`src/rtl/core/chull_pkg.sv`:
```
// Package for the integer convex hull unit: default sizes, controller states,
// and the command and status groups between the controller and the datapath.
// No dependencies.
`timescale 1ns / 1ps
`default_nettype none
package chull_pkg;

  localparam int MAX_POINTS_DEF = 64;
  localparam int COORD_BITS_DEF = 16;

  typedef enum logic [4:0] {
    ST_IDLE,
    ST_SORT_INIT,
    ST_SORT_NEXT,
    ST_SORT_KEY,
    ST_SORT_RD,
    ST_SORT_CMP,
    ST_CH_INIT,
    ST_CH_NEXT,
    ST_CH_A,
    ST_CH_RD,
    ST_CH_DIF,
    ST_CH_MUL,
    ST_CH_CMP,
    ST_SW_RD,
    ST_SW_W1,
    ST_SW_W2,
    ST_CP_RD,
    ST_CP_WR,
    ST_EM_RD,
    ST_EM_LD
  } state_e;

  typedef enum logic [1:0] {
    WSEL_LOAD,
    WSEL_KEY,
    WSEL_RDA
  } wsel_e;

  typedef struct packed {
    logic  re_a;
    logic  re_b;
    logic  we;
    wsel_e wsel;
    logic  key_ld;
    logic  dif_ld;
    logic  mul_ld;
    logic  out_ld;
    logic  upper;
  } cmd_t;

  typedef struct packed {
    logic precedes;
    logic not_left;
    logic out_free;
  } sts_t;

endpackage
`default_nettype wire

```
`src/rtl/core/chull_ctrl.sv`:
```
// Controller of the convex hull unit: load counting, insertion sort and chain
// sequencing, emission. Drives the datapath through chull_pkg command groups.
// Depends on chull_pkg.
`timescale 1ns / 1ps
`default_nettype none
module chull_ctrl #(
  parameter int MAX_POINTS = chull_pkg::MAX_POINTS_DEF,
  localparam int IW = $clog2(MAX_POINTS),
  localparam int AW = $clog2(MAX_POINTS + 1)
) (
  input  wire              clk_i,
  input  wire              rst_ni,
  input  wire              in_valid_i,
  input  wire              in_last_i,
  output logic             in_ready_o,
  output chull_pkg::cmd_t  cmd_o,
  input  chull_pkg::sts_t  sts_i,
  output logic [AW-1:0]    waddr_o,
  output logic [AW-1:0]    raddr_a_o,
  output logic [AW-1:0]    raddr_b_o,
  output logic [IW-1:0]    load_idx_o,
  output logic [AW-1:0]    out_size_o,
  output logic             out_drop_o,
  output logic             out_last_o
);

  localparam int PW = $clog2(MAX_POINTS + 2);
  localparam logic [PW-1:0] ONE = PW'(1);
  localparam logic [PW-1:0] TWO = PW'(2);

  chull_pkg::state_e state_q, state_d;
  logic [PW-1:0] n_q, n_d, lo_q, lo_d, hi_q, hi_d, i_q, i_d, j_q, j_d;
  logic [PW-1:0] s_q, s_d, u_q, u_d, k_q, k_d;
  logic          drop_q, drop_d, upper_q, upper_d;
  logic [PW-1:0] wa, ra, rb;

  always_ff @(posedge clk_i or negedge rst_ni) begin
    if (!rst_ni) begin
      state_q <= chull_pkg::ST_IDLE;
      n_q     <= '0;
      lo_q    <= '0;
      hi_q    <= '0;
      i_q     <= '0;
      j_q     <= '0;
      s_q     <= '0;
      u_q     <= '0;
      k_q     <= '0;
      drop_q  <= 1'b0;
      upper_q <= 1'b0;
    end else begin
      state_q <= state_d;
      n_q     <= n_d;
      lo_q    <= lo_d;
      hi_q    <= hi_d;
      i_q     <= i_d;
      j_q     <= j_d;
      s_q     <= s_d;
      u_q     <= u_d;
      k_q     <= k_d;
      drop_q  <= drop_d;
      upper_q <= upper_d;
    end
  end

  always_comb begin
    state_d    = state_q;
    n_d        = n_q;
    lo_d       = lo_q;
    hi_d       = hi_q;
    i_d        = i_q;
    j_d        = j_q;
    s_d        = s_q;
    u_d        = u_q;
    k_d        = k_q;
    drop_d     = drop_q;
    upper_d    = upper_q;
    wa         = '0;
    ra         = '0;
    rb         = '0;
    in_ready_o = 1'b0;
    cmd_o        = '0;
    cmd_o.wsel   = chull_pkg::WSEL_LOAD;
    cmd_o.upper  = upper_q;

    case (state_q)
      chull_pkg::ST_IDLE: begin
        in_ready_o = 1'b1;
        if (in_valid_i) begin
          if (n_q < PW'(MAX_POINTS)) begin
            cmd_o.we   = 1'b1;
            cmd_o.wsel = chull_pkg::WSEL_LOAD;
            wa         = n_q;
            n_d        = n_q + ONE;
          end else begin
            drop_d = 1'b1;
          end
          if (in_last_i) begin
            lo_d    = '0;
            hi_d    = n_d;
            upper_d = 1'b0;
            state_d = chull_pkg::ST_SORT_INIT;
          end
        end
      end
      chull_pkg::ST_SORT_INIT: begin
        i_d     = lo_q + ONE;
        state_d = chull_pkg::ST_SORT_NEXT;
      end
      chull_pkg::ST_SORT_NEXT: begin
        if (i_q >= hi_q) begin
          state_d = chull_pkg::ST_CH_INIT;
        end else begin
          cmd_o.re_a = 1'b1;
          ra         = i_q;
          j_d        = i_q;
          state_d    = chull_pkg::ST_SORT_KEY;
        end
      end
      chull_pkg::ST_SORT_KEY: begin
        cmd_o.key_ld = 1'b1;
        state_d      = chull_pkg::ST_SORT_RD;
      end
      chull_pkg::ST_SORT_RD: begin
        if (j_q == lo_q) begin
          cmd_o.we   = 1'b1;
          cmd_o.wsel = chull_pkg::WSEL_KEY;
          wa         = j_q;
          i_d        = i_q + ONE;
          state_d    = chull_pkg::ST_SORT_NEXT;
        end else begin
          cmd_o.re_a = 1'b1;
          ra         = j_q - ONE;
          state_d    = chull_pkg::ST_SORT_CMP;
        end
      end
      chull_pkg::ST_SORT_CMP: begin
        cmd_o.we = 1'b1;
        wa       = j_q;
        if (sts_i.precedes) begin
          cmd_o.wsel = chull_pkg::WSEL_RDA;
          j_d        = j_q - ONE;
          state_d    = chull_pkg::ST_SORT_RD;
        end else begin
          cmd_o.wsel = chull_pkg::WSEL_KEY;
          i_d        = i_q + ONE;
          state_d    = chull_pkg::ST_SORT_NEXT;
        end
      end
      chull_pkg::ST_CH_INIT: begin
        s_d     = lo_q + ONE;
        i_d     = lo_q + TWO;
        state_d = chull_pkg::ST_CH_NEXT;
      end
      chull_pkg::ST_CH_NEXT: begin
        if (i_q >= hi_q) begin
          if (upper_q) begin
            u_d     = s_q;
            k_d     = '0;
            state_d = chull_pkg::ST_EM_RD;
          end else begin
            state_d = chull_pkg::ST_CP_RD;
          end
        end else begin
          cmd_o.re_a = 1'b1;
          ra         = i_q;
          j_d        = s_q;
          state_d    = chull_pkg::ST_CH_A;
        end
      end
      chull_pkg::ST_CH_A: begin
        cmd_o.key_ld = 1'b1;
        state_d      = chull_pkg::ST_CH_RD;
      end
      chull_pkg::ST_CH_RD: begin
        if (j_q == lo_q) begin
          s_d     = j_q + ONE;
          state_d = chull_pkg::ST_SW_RD;
        end else begin
          cmd_o.re_a = 1'b1;
          cmd_o.re_b = 1'b1;
          ra         = j_q;
          rb         = j_q - ONE;
          state_d    = chull_pkg::ST_CH_DIF;
        end
      end
      chull_pkg::ST_CH_DIF: begin
        cmd_o.dif_ld = 1'b1;
        state_d      = chull_pkg::ST_CH_MUL;
      end
      chull_pkg::ST_CH_MUL: begin
        cmd_o.mul_ld = 1'b1;
        state_d      = chull_pkg::ST_CH_CMP;
      end
      chull_pkg::ST_CH_CMP: begin
        if (sts_i.not_left) begin
          j_d     = j_q - ONE;
          state_d = chull_pkg::ST_CH_RD;
        end else begin
          s_d     = j_q + ONE;
          state_d = chull_pkg::ST_SW_RD;
        end
      end
      chull_pkg::ST_SW_RD: begin
        cmd_o.re_a = 1'b1;
        ra         = s_q;
        state_d    = chull_pkg::ST_SW_W1;
      end
      chull_pkg::ST_SW_W1: begin
        cmd_o.we   = 1'b1;
        cmd_o.wsel = chull_pkg::WSEL_KEY;
        wa         = s_q;
        state_d    = chull_pkg::ST_SW_W2;
      end
      chull_pkg::ST_SW_W2: begin
        cmd_o.we   = 1'b1;
        cmd_o.wsel = chull_pkg::WSEL_RDA;
        wa         = i_q;
        i_d        = i_q + ONE;
        state_d    = chull_pkg::ST_CH_NEXT;
      end
      chull_pkg::ST_CP_RD: begin
        cmd_o.re_a = 1'b1;
        ra         = '0;
        state_d    = chull_pkg::ST_CP_WR;
      end
      chull_pkg::ST_CP_WR: begin
        cmd_o.we   = 1'b1;
        cmd_o.wsel = chull_pkg::WSEL_RDA;
        wa         = hi_q;
        hi_d       = hi_q + ONE;
        lo_d       = s_q;
        upper_d    = 1'b1;
        state_d    = chull_pkg::ST_SORT_INIT;
      end
      chull_pkg::ST_EM_RD: begin
        cmd_o.re_a = 1'b1;
        ra         = k_q;
        state_d    = chull_pkg::ST_EM_LD;
      end
      chull_pkg::ST_EM_LD: begin
        if (sts_i.out_free) begin
          cmd_o.out_ld = 1'b1;
          k_d          = k_q + ONE;
          if (k_q + ONE == u_q) begin
            n_d     = '0;
            drop_d  = 1'b0;
            state_d = chull_pkg::ST_IDLE;
          end else begin
            state_d = chull_pkg::ST_EM_RD;
          end
        end
      end
      default: begin
        state_d = chull_pkg::ST_IDLE;
      end
    endcase
  end

  assign waddr_o    = wa[AW-1:0];
  assign raddr_a_o  = ra[AW-1:0];
  assign raddr_b_o  = rb[AW-1:0];
  assign load_idx_o = n_q[IW-1:0];
  assign out_size_o = u_q[AW-1:0];
  assign out_drop_o = drop_q;
  assign out_last_o = (k_q + ONE == u_q);

endmodule
`default_nettype wire

```
`config.mk`:
```
export PLATFORM = sky130hd
export DESIGN_NAME = chull_ctrl
export DESIGN_NICKNAME = d
export VERILOG_FILES = /design/src/rtl/core/chull_pkg.sv /design/src/rtl/core/chull_ctrl.sv
export SDC_FILE = /design/constraint.sdc
export NUM_CORES = 1
export LEC_CHECK = 0
export BUFFER_PORTS_ARGS = -buffer_cell sky130_fd_sc_hd__clkbuf_2
export CAP_MARGIN = 20
export CORE_MARGIN = 5
export CORE_UTILIZATION = 64
export DETAILED_ROUTE_END_ITERATION = 6
export PLACE_DENSITY = 0.87
export SLEW_MARGIN = 15
export SYNTH_ARGS = -nofsm -noshare
export SYNTH_HDL_FRONTEND = slang
export SYNTH_SLANG_ARGS = --single-unit
```
`constraint.sdc`:
```
create_clock -name clk_i -period 7.4 [get_ports clk_i]
set_input_delay 0.74 -clock clk_i [delete_from_list [all_inputs] [get_ports clk_i]]
set_output_delay 0.74 -clock clk_i [all_outputs]
set_load 0.02 [all_outputs]
```
==> flow_summary.yaml <==
run_status:
  outcome: "finished, final reports clean"
route:
  wirelength_mm: 15.38
  drt_pass1_iterations: 5
  postRouteAntennaNets: 0
  wire_per_inst_um: 21.45
  drt_iter0_drc: 701
  drc_errors: 0
  vias: 4937
  vias_per_cell: 6.886
setup_path:
  reg2reg_setup_slack_ns: 4.34
  worstPathRequired_ns: 6.66
  cp_data_arrival_time_ns: 2.83
  cp-end-kind: "primary output"
  crit_type: "reg2out"
  worst_r2r_path_depth: 4
  max_stage_delay_ns: 0.56
  regToRegStartpoint: "state_q[2]"
  worstPathMaxFanout: 8
  cpMaxStageDelayCell: "nor4_2"
  crit_chain: "inv_1 -> ha_1 -> nand2b_1 -> a211oi_1 -> o31ai_1 -> nor4_2 -> a222oi_1 -> o211ai_1 -> clkbuf_2"
  cp-start-kind: "flop"
  r2r-end: "out_size_o[3]"
timing:
  fmax_mhz: 279.8
  clock_skew_ns: 0.008678
  slew-limit-headroom: 0.4402
  worst_pin_slew_ns: 0.8366
  rsz0062_at_grt: "false"
  maxSlewViolCount: 0
  finalSetupViolCount: 0
  tns_ns: 0
  hold_viol: 0
  setup_ws_ns: 3.827
  period_share: 0.4829
  period_needed_ns: 3.573
global_route:
  antenna_found_initial: 0
  gr-usage-all-layers: 0.3263
  grt_pass1_vias: 4664
  grt_overflow: 0
  grt_max_degree: 64
  grt_pass1_wl_mm: 24.88
placement:
  place.gp.congestion: 0.9791
  portBuffers: 53
  dp_hpwl_mm: 10.96
  dp_slack_ns: 4.246
synthesis:
  ys_types: 68
  synth-main-ff-cell: "dfrtp_1"
  synth_edf_count: 0
  synth_xor_area_frac: 0.06800
  synth-simple-area-share: 0.2142
  yosys_warnings: 0
  netlist_instances: 592
  syn-cell-area_um2: 4895
  synth_fa_ha_area_frac: 0.04090
  synth_compound_area_frac: 0.2497
  synthMuxAreaShare: 0.04473
  avgSynthCellArea_um2: 8.268
  ys_ff_latch: 63
  synth_top_family_by_area: "compound AO/OA/AOI/OAI gates"
  syn_nets: 615
  synth_async_sr_flop_share: 1.000
  seq_area_frac_synth: 0.3221
clock_tree:
  clock_path_buffers: 2
  root_buffer: "clkbuf_8"
  ctsHoldBuffers: 0
  cts_resized: 0
  numCtsBuffers: 9
  cts_tree: "built"
  insertion_delay_ns: 0.36
  post_cts_buffers: 0
  cts_max_level: 3
  cts.sinks: 63
  clk_pin_slew_ns: 0.08
run:
  cap_violations: 0
power:
  cellPowerDensity_nw_per_um2: 374.9
  p_leak_nw: 2.475
  ir_worst_vdd_uv: 203.3
  finalPower_mw: 1.989
worst_hold_path:
  hp-start: "out_drop_o"
  worstHoldPathCells: 1
  min_path_type: "reg2reg"
  min_to: "out_drop_o"
finish:
  syn_to_final_growth_pct: 8.385
  layout_commonest_cell: "nand2_1"
  final_nets: 636
  final_layout_size_suffix_gt1_frac: 0.1715
  layout_common_cells: "nand2_1, dfrtp_1, nor2_1, clkbuf_2, o21ai_0"
  diodes: 0
floorplanning:
  pin_count: 54
  core_um2: 7331
  die_w_um: 97.45
  start_util: 0.6677
  rows: 31
  die_h_um: 97.45
  dieArea_um2: 9497
-- through the flow --
stage | area [µm²] | utilization | hold WS, ns | instances
global placement | 5086 | 0.6938 | 0.4883 | 701
finish | 5305 | 0.7237 | 0.5141 | 717
detailed placement | 5086 | 0.6938 | 0.4883 | 701
floorplan | 4895 | - | 0.4444 | 592
CTS | 5301 | 0.7232 | 0.5155 | 717
global route | 5305 | 0.7237 | 0.5433 | 717
-- how the worst max path moves through the flow --
stage,from,end,slack (ns),depth (start not counted)
after global routing,i_q[0],raddr_a_o[0],3.58,9
after global placement,i_q[0],raddr_a_o[0],4.33,9
after CTS,i_q[0],raddr_a_o[0],3.85,9
after floorplan,i_q[0],raddr_a_o[0],4.42,8
final,i_q[0],raddr_a_o[2],3.83,9
after detailed placement,i_q[0],raddr_a_o[0],4.25,9
-- metal layers --
layer,vias up,part of all wire,track usage,wire (µm)
li1,2205,-,-,-
met1,2326,0.38,0.4344,5858
met2,341,0.47,0.5045,7154
met3,65,0.11,0.06533,1735
met4,0,0.041,0.1640,632
met5,-,0,0,0
-- cells in the mapped netlist, drive strengths merged (15+ instances only) --
master	instances	area, µm²
clkbuf	20	75.07
xnor2	24	210.2
buf	27	152.6
nor2	54	210.2
nand2	69	259.0
o21ai	40	203.9
and3	17	106.4
nand3	26	130.1
a21oi	35	178.9
inv	17	63.81
ha	16	200.2
dfrtp	63	1577
mux2	15	168.9
-- flip-flops by register name (all words and copies together), names as in the netlist, 5 cells and up --
name,flops
state_q,5
s_q,7
out_size_o,7
k_q,7
hi_q,7
j_q,7
i_q,7
n_q,7
lo_q,7
-- report_power, final --
group,switching (mW),internal [mW]
Combinational,0.627,0.375
Sequential,0.227,0.429
Clock,0.152,0.177
-- area by class of cell --
| class | count | area [µm²] |
|---|---|---|
| fillers | 589 | 2026 |
| clock buffers | 11 | 151.4 |
| well taps | 99 | 123.9 |
| clock inverters | 5 | 63.81 |
| repair buffers | 57 | 295.3 |
| flip-flops and latches | 63 | 1577 |
| inverters | 18 | 67.56 |
| multi-input cells | 464 | 3027 |
-- worst max-delay path: cells and delay by family, from the launching register on --
family	cells	cell delay [ns]
AO/OA/AOI/OAI	4	0.76
adder cells (fa/ha/maj)	1	0.24
flip-flops	1	0.42
AND/OR/NAND/NOR	2	0.70
buffers and inverters	2	0.36
-- logic make-up (layout without fill, tap and decap cells) --
family / Yosys count / after routing
flip-flops: 63 / 63
XOR/XNOR: 38 / 38
AO/OA/AOI/OAI: 173 / 173
adder cells (fa/ha/maj): 16 / 16
AND/OR/NAND/NOR: 217 / 217
buffers and inverters: 65 / 91
multiplexers: 20 / 20
Power figures use the tool's default switching activity.
